--- src/hw/rtl/csp_pkg.sv ---
// shared types and constants for the cpu share percentage block
`default_nettype none

package csp_pkg;

  // field widths
  localparam int unsigned ENTRY_W = 3;
  localparam int unsigned TICK_W  = 32;
  localparam int unsigned SHARE_W = 8;

  // counter slots per entry and the scale of a share
  localparam int unsigned SLOTS   = 5;
  localparam int unsigned SLOT_W  = 3;
  localparam int unsigned PERCENT = 100;

  // magnitude of a difference times the scale fits in this many bits
  localparam int unsigned NUM_W     = 38;
  localparam int unsigned DIV_STEPS = NUM_W / 2;
  localparam int unsigned DIV_CNT_W = $clog2(DIV_STEPS);

  // item kinds
  localparam logic KIND_CLEAR  = 1'b0;
  localparam logic KIND_SAMPLE = 1'b1;

  // input transaction
  typedef struct packed {
    logic              kind;
    logic [ENTRY_W-1:0] entry_index;
    logic [TICK_W-1:0]  user_ticks;
    logic [TICK_W-1:0]  nice_ticks;
    logic [TICK_W-1:0]  system_ticks;
    logic [TICK_W-1:0]  fourth_ticks;
    logic [TICK_W-1:0]  fifth_ticks;
  } csp_in_t;

  // output transaction
  typedef struct packed {
    logic [ENTRY_W-1:0] result_index;
    logic [SHARE_W-1:0] share_user;
    logic [SHARE_W-1:0] share_nice;
    logic [SHARE_W-1:0] share_system;
    logic [SHARE_W-1:0] share_slot3;
    logic [SHARE_W-1:0] share_slot4;
  } csp_out_t;

  // divider request and response
  typedef struct packed {
    logic              start;
    logic [NUM_W-1:0]  num;
    logic [TICK_W-1:0] den;
    logic              neg;
  } csp_div_req_t;

  typedef struct packed {
    logic               done;
    logic [SHARE_W-1:0] share;
  } csp_div_rsp_t;

endpackage

`default_nettype wire

--- src/hw/rtl/csp_ram.sv ---
// generic single-port ram with registered read
`default_nettype none

module csp_ram #(
  parameter int unsigned WIDTH = 32,
  parameter int unsigned DEPTH = 40
) (
  input  wire logic                     clk_i,
  input  wire logic                     we_i,
  input  wire logic [$clog2(DEPTH)-1:0] addr_i,
  input  wire logic [WIDTH-1:0]         wdata_i,
  output logic      [WIDTH-1:0]         rdata_o
);

  logic [WIDTH-1:0] mem_q [DEPTH];

  // write and registered read
  always_ff @(posedge clk_i) begin
    if (we_i) begin
      mem_q[addr_i] <= wdata_i;
    end
    rdata_o <= mem_q[addr_i];
  end

endmodule

`default_nettype wire

--- src/hw/rtl/csp_div.sv ---
// sequential signed divider, two quotient bits per cycle, low byte result
`default_nettype none

module csp_div
  import csp_pkg::*;
(
  input  wire logic         clk_i,
  input  wire logic         rst_ni,
  input  wire csp_div_req_t req_i,
  output csp_div_rsp_t      rsp_o
);

  logic                 busy_q;
  logic [DIV_CNT_W-1:0] cnt_q;
  logic [NUM_W-1:0]     num_q;
  logic [TICK_W-1:0]    den_q;
  logic [TICK_W-1:0]    rem_q;
  logic [SHARE_W-1:0]   quo_q;
  logic                 neg_q;
  logic                 done_q;
  logic [SHARE_W-1:0]   share_q;

  logic [NUM_W-1:0]   num_d;
  logic [TICK_W-1:0]  rem_d;
  logic [SHARE_W-1:0] quo_d;

  // two restoring steps on the magnitudes
  always_comb begin
    logic [TICK_W:0] trial;
    num_d = num_q;
    rem_d = rem_q;
    quo_d = quo_q;
    for (int k = 0; k < 2; k++) begin
      trial = {rem_d, num_d[NUM_W-1]};
      num_d = {num_d[NUM_W-2:0], 1'b0};
      if (trial >= {1'b0, den_q}) begin
        trial = trial - {1'b0, den_q};
        quo_d = {quo_d[SHARE_W-2:0], 1'b1};
      end else begin
        quo_d = {quo_d[SHARE_W-2:0], 1'b0};
      end
      rem_d = trial[TICK_W-1:0];
    end
  end

  // control
  always_ff @(posedge clk_i or negedge rst_ni) begin
    if (!rst_ni) begin
      busy_q <= 1'b0;
      cnt_q  <= '0;
      done_q <= 1'b0;
    end else begin
      done_q <= 1'b0;
      if (req_i.start) begin
        busy_q <= 1'b1;
        cnt_q  <= '0;
      end else if (busy_q) begin
        if (cnt_q == DIV_CNT_W'(DIV_STEPS - 1)) begin
          busy_q <= 1'b0;
          done_q <= 1'b1;
        end else begin
          cnt_q <= cnt_q + 1'b1;
        end
      end
    end
  end

  // datapath
  always_ff @(posedge clk_i) begin
    if (req_i.start) begin
      num_q <= req_i.num;
      den_q <= req_i.den;
      neg_q <= req_i.neg;
      rem_q <= '0;
      quo_q <= '0;
    end else if (busy_q) begin
      num_q <= num_d;
      rem_q <= rem_d;
      quo_q <= quo_d;
      // truncation toward zero: negate the magnitude's low byte
      if (cnt_q == DIV_CNT_W'(DIV_STEPS - 1)) begin
        share_q <= neg_q ? (~quo_d + 1'b1) : quo_d;
      end
    end
  end

  assign rsp_o.done  = done_q;
  assign rsp_o.share = share_q;

endmodule

`default_nettype wire

--- src/hw/rtl/cpu_share_percentages.sv ---
// per-entry cpu share calculator: counter table, differences and shares
//
//   channel | signals                            | transaction
//   --------+------------------------------------+------------------------------
//   in      | in_valid_i, in_ready_o, in_data_i  | clear or sample for one entry
//   out     | out_valid_o, out_ready_i, out_data_o | five shares for one entry
//
// a clear touches only the per-entry flags; a sample makes two counter
// ram accesses per slot, then, unless it is the entry's first since reset
// or a clear, five shared divider runs of 19 steps of two quotient bits each
// reset clears the entry flags at once; stored counters of an entry read as
// zero until its first sample, so no clearing pass is needed
// a waiting result lets the next item in; a later result holds the block
`default_nettype none

module cpu_share_percentages
  import csp_pkg::*;
#(
  parameter int unsigned MAX_ENTRIES = 8
) (
  input  wire logic     clk_i,
  input  wire logic     rst_ni,
  input  wire logic     in_valid_i,
  output logic          in_ready_o,
  input  wire csp_in_t  in_data_i,
  output logic          out_valid_o,
  input  wire logic     out_ready_i,
  output csp_out_t      out_data_o
);

  localparam int unsigned IDX_W  = (MAX_ENTRIES > 1) ? $clog2(MAX_ENTRIES) : 1;
  localparam int unsigned WIDE_W = (IDX_W > ENTRY_W) ? IDX_W : ENTRY_W;
  localparam int unsigned DEPTH  = SLOTS * MAX_ENTRIES;
  localparam int unsigned ADDR_W = $clog2(DEPTH);
  localparam logic [SLOT_W-1:0] SLOT_LAST = SLOT_W'(SLOTS - 1);

  // sequencer codes
  localparam logic [2:0] ST_IDLE   = 3'd0;
  localparam logic [2:0] ST_READ   = 3'd1;
  localparam logic [2:0] ST_UPDATE = 3'd2;
  localparam logic [2:0] ST_DIV    = 3'd3;
  localparam logic [2:0] ST_WAIT   = 3'd4;
  localparam logic [2:0] ST_OUT    = 3'd5;

  logic [2:0]             state_q, state_d;
  logic [SLOT_W-1:0]      slot_q;
  logic [MAX_ENTRIES-1:0] stored_valid_q;
  logic [MAX_ENTRIES-1:0] pending_q;
  logic                   out_valid_q;

  logic [IDX_W-1:0]   idx_q;
  logic [TICK_W-1:0]  fresh_q [SLOTS];
  logic [TICK_W-1:0]  diff_q  [SLOTS];
  logic [SHARE_W-1:0] share_q [SLOTS];
  logic [TICK_W-1:0]  sum_q;
  csp_out_t           out_q;

  logic [WIDE_W-1:0] in_idx_wide;
  logic [IDX_W-1:0]  in_idx;
  logic              in_range;
  logic              in_fire;
  logic              out_free;

  logic              mem_we;
  logic [ADDR_W-1:0] mem_addr;
  logic [TICK_W-1:0] mem_rdata;
  logic [TICK_W-1:0] old_val;
  logic [TICK_W-1:0] diff_new;

  logic [TICK_W-1:0] cur_diff;
  logic [TICK_W-1:0] diff_mag;
  logic [TICK_W-1:0] den_mag;
  csp_div_req_t      div_req;
  csp_div_rsp_t      div_rsp;

  // input index decode
  assign in_idx_wide = WIDE_W'(in_data_i.entry_index);
  assign in_idx      = in_idx_wide[IDX_W-1:0];
  assign in_range    = 32'(in_data_i.entry_index) < MAX_ENTRIES;
  assign in_ready_o  = (state_q == ST_IDLE);
  assign in_fire     = in_valid_i && in_ready_o;
  assign out_free    = !out_valid_q || out_ready_i;

  // counter table access
  assign mem_we   = (state_q == ST_UPDATE);
  assign mem_addr = ADDR_W'(32'(idx_q) * SLOTS + 32'(slot_q));
  assign old_val  = stored_valid_q[idx_q] ? mem_rdata : '0;
  assign diff_new = fresh_q[slot_q] - old_val;

  csp_ram #(
    .WIDTH (TICK_W),
    .DEPTH (DEPTH)
  ) u_counts (
    .clk_i   (clk_i),
    .we_i    (mem_we),
    .addr_i  (mem_addr),
    .wdata_i (fresh_q[slot_q]),
    .rdata_o (mem_rdata)
  );

  // divider operands: magnitudes and quotient sign
  assign cur_diff    = diff_q[slot_q];
  assign diff_mag    = cur_diff[TICK_W-1] ? (~cur_diff + 1'b1) : cur_diff;
  assign den_mag     = (sum_q == '0) ? TICK_W'(1) :
                       (sum_q[TICK_W-1] ? (~sum_q + 1'b1) : sum_q);
  assign div_req.start = (state_q == ST_DIV);
  assign div_req.num   = NUM_W'(diff_mag) * NUM_W'(PERCENT);
  assign div_req.den   = den_mag;
  assign div_req.neg   = cur_diff[TICK_W-1] ^ sum_q[TICK_W-1];

  csp_div u_div (
    .clk_i  (clk_i),
    .rst_ni (rst_ni),
    .req_i  (div_req),
    .rsp_o  (div_rsp)
  );

  // sequencer next state
  always_comb begin
    state_d = state_q;
    case (state_q)
      ST_IDLE: begin
        if (in_fire && in_range && (in_data_i.kind == KIND_SAMPLE)) begin
          state_d = ST_READ;
        end
      end
      ST_READ: begin
        state_d = ST_UPDATE;
      end
      ST_UPDATE: begin
        if (slot_q == SLOT_LAST) begin
          state_d = pending_q[idx_q] ? ST_IDLE : ST_DIV;
        end else begin
          state_d = ST_READ;
        end
      end
      ST_DIV: begin
        state_d = ST_WAIT;
      end
      ST_WAIT: begin
        if (div_rsp.done) begin
          state_d = (slot_q == SLOT_LAST) ? ST_OUT : ST_DIV;
        end
      end
      ST_OUT: begin
        if (out_free) begin
          state_d = ST_IDLE;
        end
      end
      default: begin
        state_d = ST_IDLE;
      end
    endcase
  end

  // control registers
  always_ff @(posedge clk_i or negedge rst_ni) begin
    if (!rst_ni) begin
      state_q        <= ST_IDLE;
      slot_q         <= '0;
      stored_valid_q <= '0;
      pending_q      <= '1;
      out_valid_q    <= 1'b0;
    end else begin
      state_q <= state_d;
      // output register: load a new result or drop the accepted one
      if ((state_q == ST_OUT) && out_free) begin
        out_valid_q <= 1'b1;
      end else if (out_valid_q && out_ready_i) begin
        out_valid_q <= 1'b0;
      end
      case (state_q)
        ST_IDLE: begin
          slot_q <= '0;
          if (in_fire && in_range && (in_data_i.kind == KIND_CLEAR)) begin
            stored_valid_q[in_idx] <= 1'b0;
            pending_q[in_idx]      <= 1'b1;
          end
        end
        ST_UPDATE: begin
          if (slot_q == SLOT_LAST) begin
            slot_q                <= '0;
            stored_valid_q[idx_q] <= 1'b1;
            pending_q[idx_q]      <= 1'b0;
          end else begin
            slot_q <= slot_q + 1'b1;
          end
        end
        ST_WAIT: begin
          if (div_rsp.done && (slot_q != SLOT_LAST)) begin
            slot_q <= slot_q + 1'b1;
          end
        end
        default: begin
        end
      endcase
    end
  end

  // datapath registers
  always_ff @(posedge clk_i) begin
    case (state_q)
      ST_IDLE: begin
        if (in_fire) begin
          idx_q      <= in_idx;
          sum_q      <= '0;
          fresh_q[0] <= in_data_i.user_ticks;
          fresh_q[1] <= in_data_i.nice_ticks;
          fresh_q[2] <= in_data_i.system_ticks;
          // slots three and four take the swapped counters
          fresh_q[3] <= in_data_i.fifth_ticks;
          fresh_q[4] <= in_data_i.fourth_ticks;
        end
      end
      ST_UPDATE: begin
        diff_q[slot_q] <= diff_new;
        sum_q          <= sum_q + diff_new;
      end
      ST_WAIT: begin
        if (div_rsp.done) begin
          share_q[slot_q] <= div_rsp.share;
        end
      end
      ST_OUT: begin
        if (out_free) begin
          out_q.result_index <= ENTRY_W'(idx_q);
          out_q.share_user   <= share_q[0];
          out_q.share_nice   <= share_q[1];
          out_q.share_system <= share_q[2];
          out_q.share_slot3  <= share_q[3];
          out_q.share_slot4  <= share_q[4];
        end
      end
      default: begin
      end
    endcase
  end

  assign out_valid_o = out_valid_q;
  assign out_data_o  = out_q;

endmodule

`default_nettype wire
--- config.mk ---
export PLATFORM = sky130hd
export DESIGN_NAME = cpu_share_percentages
export DESIGN_NICKNAME = d
export VERILOG_FILES = /design/src/hw/rtl/csp_pkg.sv /design/src/hw/rtl/csp_ram.sv /design/src/hw/rtl/csp_div.sv /design/src/hw/rtl/cpu_share_percentages.sv
export SDC_FILE = /design/constraint.sdc
export NUM_CORES = 2
export LEC_CHECK = 0
export ABC_CLOCK_PERIOD_IN_PS = 20900
export BUFFER_PORTS_ARGS = -buffer_cell sky130_fd_sc_hd__buf_2
export CAP_MARGIN = 20
export CORE_UTILIZATION = 57
export DETAILED_ROUTE_END_ITERATION = 12
export GPL_TIMING_DRIVEN = 0
export PLACE_DENSITY_LB_ADDON = 0.08
export SYNTH_ARGS = -nofsm -noshare
export SYNTH_HDL_FRONTEND = slang
export SYNTH_HIERARCHICAL = 1
export SYNTH_SLANG_ARGS = --single-unit
export TNS_END_PERCENT = 1
--- constraint.sdc ---
create_clock -name clk_i -period 20.9 [get_ports clk_i]
set_input_delay 3.135 -clock clk_i [delete_from_list [all_inputs] [get_ports clk_i]]
set_output_delay 3.135 -clock clk_i [all_outputs]
set_load 0.03 [all_outputs]
After elaboration in Yosys (flattened, before gate mapping)

Memories as Yosys holds them, arrays and structs flattened. A register that Yosys moved wholly into a read port is not among the register bits.
Cells that the tools add are included.

Output and inout port bits: 45
Input bits: 168
Memory bits (writable): 1640
Word-level logic and storage cells: 149
Flip-flop bits (word level): 183
Memories kept: 4

Memories:

| name           | depth | width | read ports | clocked after memory_dff | write ports | RTL line                    | RTL |
|---|---|---|---|---|---|---|---|
| u_counts.mem_q | 40    | 32    | 1          | 1                        | 1           | csp_ram.sv:15               | `logic [WIDTH-1:0] mem_q [DEPTH];` |
| diff_q         | 5     | 32    | 1          | 0                        | 1           | cpu_share_percentages.sv:53 | `logic [TICK_W-1:0] diff_q [SLOTS];` |
| fresh_q        | 5     | 32    | 1          | 0                        | 5           | cpu_share_percentages.sv:52 | `logic [TICK_W-1:0] fresh_q [SLOTS];` |
| share_q        | 5     | 8     | 5          | 5                        | 1           | cpu_share_percentages.sv:54 | `logic [SHARE_W-1:0] share_q [SLOTS];` |

Bitwise operators: 13
Add/subtract/negate cells: 10
Eq/ne operators: 16
$lt $le $gt $ge: 6
Reduce and logical (&&, ||, !) cells: 25
$mul: 2
Muxes and demuxes: 55

Operators with widths:

| cell                                                                 | number |
|---|---|
| 32-bit two-way mux                                                   | 5 |
| 32-bit subtractor                                                    | 3 |
| 38-bit two-way mux                                                   | 2 |
| 33-bit by 32-bit >= comparator with 1-bit output                     | 2 |
| 32-bit by 1-bit adder with 32-bit output, second input constant      | 2 |
| 32-bit NOT                                                           | 2 |
| 32-bit case mux with 2 select lines                                  | 1 |
| 8-bit two-way mux                                                    | 5 |
| 32-bit by 5-bit multiplier with 36-bit output, second input constant | 1 |
| 32-bit adder                                                         | 1 |
| 32-bit logical NOT                                                   | 1 |
| 8-bit case mux with 2 select lines                                   | 2 |
| 31-bit two-way mux                                                   | 1 |
| 8-bit NOT                                                            | 3 |
| 1-bit two-way mux                                                    | 22 |
| 3-bit two-way mux                                                    | 6 |
| 3-bit case mux with 6 select lines                                   | 1 |
| 8-bit bitwise AND                                                    | 2 |
| 8-bit bitwise OR                                                     | 2 |
| 5-bit two-way mux                                                    | 3 |
| 2-bit by 1-bit != test with 1-bit output, second input constant      | 5 |
| 2-bit AND reduction                                                  | 5 |
| 3-bit == test, second input constant                                 | 3 |
| 3-bit case mux with 3 select lines                                   | 1 |
| other kinds (25)                                                     | 46 |

Longest topological paths before layout

Depth after elaboration: 8
Depth in mapped cells: 31
Mapped depth without buffers: 26

By module

The synthesis kept the hierarchy.

By module, submodules not included:

| module                | area an instance (µm²) | sequential area each (µm²) | times used | cells each |
|---|---|---|---|---|
| csp_ram               | 49970.4                | 39077.5                    | 1          | 2714 |
| cpu_share_percentages | 25291.8                | 13738.2                    | 1          | 1944 |
| csp_div               | 8768.4                 | 3308.2                     | 1          | 917 |

Worst setup path before layout

OpenSTA, ideal clock, no wires.

Path type: reg-to-reg
Start: register slot_q[0]
End: register sum_q[31] (data pin)
Clock period less this slack: 7.284 ns
Arrival: 7.137 ns
Data required time: 20.753 ns
Buffers on the path: 6
Library setup time: 0.147 ns
Stages on the path, launching flop included: 28
Setup slack: 13.616 ns
Cell sequence: dfrtp_1 buf_6 buf_6 buf_6 buf_1 buf_1 mux4_2 mux2_2 ha_1 a21o_1 a21o_1 a221o_1 a221oi_1 o221ai_1 or2_2 a21o_1 a21oi_1 xnor2_1 ha_1 clkbuf_1 a41o_1 a21oi_1 o21ai_0 a21oi_1 o21a_1 o311ai_0 or3_1 a21oi_1

Cells in the longest elaborated chain, start to end: 4

RTL lines:

| item                                | RTL line                     | RTL |
|---|---|---|
| start, declared                     | cpu_share_percentages.sv:46  | `logic [SLOT_W-1:0] slot_q;` |
| start signal, assigned              | cpu_share_percentages.sv:186 | `slot_q <= slot_q + 1'b1;` |
| start signal, assigned              | cpu_share_percentages.sv:191 | `slot_q <= slot_q + 1'b1;` |
| memory 5 x 32 bit                   | --                           |  |
| 32-bit subtractor                   | cpu_share_percentages.sv:88  | `assign diff_new = fresh_q[slot_q] - old_val;` |
| net diff_new[21]                    | cpu_share_percentages.sv:68  | `logic [TICK_W-1:0] diff_new;` |
| 32-bit adder                        | cpu_share_percentages.sv:217 | `sum_q <= sum_q + diff_new;` |
| 32-bit case mux with 2 select lines | cpu_share_percentages.sv:202 | `case (state_q)` |
| end signal, assigned                | cpu_share_percentages.sv:217 |  |
| end, declared                       | cpu_share_percentages.sv:55  | `logic [TICK_W-1:0] sum_q;` |

The timed path passes the listed nets, and every way through them passes these cells.
A chain may end at the register's enable or synchronous reset.

Worst setup path in the final report

Start: register slot_q[2]
End: register sum_q[31] (data pin)

The elaborated chain is that of the path after synthesis.

==> results.toml <==
[status]
status = "finished, final reports clean"

[yosys]
async_flop_share_pct = 1.581
synth_area_um2 = 84030
muxShareOfSynthArea_pct = 8.349
synth_compound_area_share_pct = 10.26
synth_seq_area_share_pct = 66.79
yosys_warnings = 6
synth_cell_types = 104
synth_flop_cell = "edfxtp_1"
syn_inst = 5575
synth-simple-area-share_pct = 5.213
synth_adder_area_share_pct = 4.324
synth_top_family_by_area = "compound AO/OA/AOI/OAI gates"
synth_enable_flop_cells = 1797
synth_xor_xnor_area_share_pct = 2.335
synth-seq-cells = 1897
synth.avg_cell_area_um2 = 15.07

[floorplan]
core_area_um2 = 145900
initial_core_util_pct = 57.59
pin_count = 213
rows = 140
die_width_um = 386.0
die_area_um2 = 149000
die_y_um = 386.0

[critical_path]
worst_setup_path_end_kind = "register"
cp.required_ps = 21540
critical_path_class = "reg -> reg"
critPathLaunchType = "register"
critical_path_arrival_ps = 11170
crit_fanout = 41

[clocking]
cts_setup_buffers = 0
postCtsHoldBufs = 0
cts_tree = "built"
cts_sinks = 1897
clkLatencyLatePin_ps = 860
cts_max_path_buffers = 3
cts_root_buf = "clkbuf_16"
clk_pin_slew_ps = 60
h-tree-depth = 4
cts_resized = 0
cts_buffers = 191

[route]
drc = 0
totalWireLength_um = 295300
routedWlPerCell_um = 36.07
drtAntennaViolNets = 0
post_drt_via_cell_ratio = 6.866
drt_iter0_drc = 8223
vias = 56220
dr.pass1.iters = 7

[min_path]
hold_path.class = "reg -> reg"

[grt]
grt_pass1_vias = 53570
grt_pass1_wl_um = 404500
grt_max_degree = 142
grt-ovfl-total = 0
antenna_found_initial = 20
grt_util_all_layers_pct = 39.63

[timing]
tightest_slew_ps = 1426
rsz0062_at_grt = "false"
final.setup.tns_ps = 0
fin_crit_ps = 10530
max_freq_ghz = 0.09494
finalHoldViolations = 0
fin_skew_ps = 65.08
fin_crit_sh_pct = 50.40
relSlewSlack_pct = 3.936
finalSetupViolCount = 0
slew_viol_final = 0

[placed_design]
portBuffers = 212
hpwl_um = 203600
place_congestion = 0.9875

[layout]
drive_gt1_share_pct = 18.74
syn_to_final_growth_pct = 14.80
nFillCells = 10340
seqCellArea_um2 = 56120
nets = 6533
multi_input_area_um2 = 26000

[flow_run]
drv_cap = 0
[synth_stat cells, types with 72 or more instances]
cell type | number | area, um2
nand2_1 | 263 | 987.2
mux2i_1 | 191 | 1912
edfxtp_1 | 1797 | 53960
ha_1 | 240 | 3003
o21ai_0 | 190 | 950.9
nand3_1 | 72 | 360.4
o22ai_1 | 81 | 506.7
clkbuf_1 | 117 | 439.2
a22oi_1 | 109 | 818.3
a221oi_1 | 136 | 1191
mux4_2 | 124 | 2793
nor2_1 | 300 | 1126
buf_2 | 94 | 470.5
xnor2_1 | 169 | 1480
inv_1 | 233 | 874.6
a21oi_1 | 196 | 980.9
mux2_2 | 199 | 2241
[critical path, stage by stage, from the launching register on]
cell and delay [ps]:
dfrtp_1 440, buf_2 440, buf_2 420, buf_2 350, buf_1 700, clkbuf_1 910, buf_1 610, mux2_2 1020
ha_1 440, a21o_1 180, a21o_1 170, a221o_1 310, a221oi_1 480, o221ai_1 400, or2_2 380, a21o_1 180
a21oi_1 160, xnor2_1 370, ha_1 360, clkbuf_1 200, a41o_1 270, a21oi_1 100, o21ai_0 80, a21oi_1 370
o21a_1 240, o311ai_0 200, or3_1 360, a21oi_1 140
[final timing paths]
check                      slack, ps           from                 to  depth (start not counted)
setup / recovery               10370      slot_q[2]          sum_q[31]                         27
hold / removal                   420  share_q[1][0]     out_data_o[24]                          0
setup reg to reg               10370      slot_q[2]          sum_q[31]                         27
hold reg to reg                  420  share_q[1][0]     out_data_o[24]                          0
max in group asynchronous      17990         rst_ni  stored_valid_q[4]                          1
min in group asynchronous       2410         rst_ni        out_valid_o                          1
[sequential cells by signal, indices dropped and copies added (netlist names)]
signal            flops
u_counts/mem_q     1280
diff_q              160
fresh_q             160
out_data_o           43
share_q              40
u_div/num_q          38
sum_q                32
u_counts/rdata_o     32
u_div/den_q          32
u_div/rem_q          32
pending_q             8
stored_valid_q        8
u_div/share_q         8
u_div/quo_q           6
u_div/cnt_q           5
idx_q                 3
slot_q                3
state_q               3
out_valid_o           1
u_div/busy_q          1
u_div/done_q          1
u_div/neg_q           1
[cells in the final DEF (no fill, tap or decap), types with 43 or more instances in the layout]
cell type	synthesis	final
a211oi_1	43	43
a21o_1	71	71
a21oi_1	196	196
a221oi_1	136	136
a22oi_1	109	109
a31oi_1	44	44
buf_12	0	44
buf_2	94	308
clkbuf_1	117	154
clkbuf_16	0	191
clkinv_1	3	45
dfxtp_1	70	70
edfxtp_1	1797	1797
ha_1	240	240
inv_1	233	230
mux2_2	199	199
mux2i_1	191	191
mux4_2	124	124
nand2_1	263	263
nand3_1	72	72
nor2_1	300	255
nor2_4	1	46
o21ai_0	190	190
o22ai_1	81	81
xnor2_1	169	169
xor2_1	55	55
[area by class of cell]
cell class / count / share of cell area, %
Buffer: 283 / 1.444
Tap cell: 1917 / 2.486
Antenna cell: 18 / 0.04669
Clock buffer: 239 / 5.245
Sequential cell: 1897 / 58.18
Multi-Input combinational cell: 3158 / 26.95
Clock inverter: 113 / 1.266
Timing Repair Buffer: 325 / 3.445
Inverter: 238 / 0.9416
[metal layers]
layer	track usage, %	vias to the layer above	wire (um)
met3	12.91	1304	37920
met5	0.4873	-	220
met4	27.95	14	26480
li1	-	23000	-
met2	60.13	4227	130700
met1	47.93	27680	100000
[cell families after synthesis]
kind of cell	after synthesis
compound gates	1219
xor+xnor	224
fa+ha+maj	272
buf+inv	521
flops	1897
mux	519
other cells	1
simple gates	922
[stage by stage]
stage / area, um2 / hold WS (ps) / util, % / setup WS [ps] / instances
2_1_floorplan: 84030 / 400.3 / - / 13620 / 5576
3_3_place_gp: 87490 / 402.2 / 59.96 / 9605 / 7705
3_5_place_dp: 89910 / 404.5 / 61.62 / 10370 / 7804
4_1_cts: 96190 / 419.3 / 65.92 / 10280 / 8156
5_1_grt: 96440 / 422.8 / 66.09 / 9950 / 8176
6_report: 96470 / 415.2 / 66.11 / 10370 / 8188
Power is not shown: default switching activity piles up to over one toggle a cycle in this logic, so the estimate is an artifact.
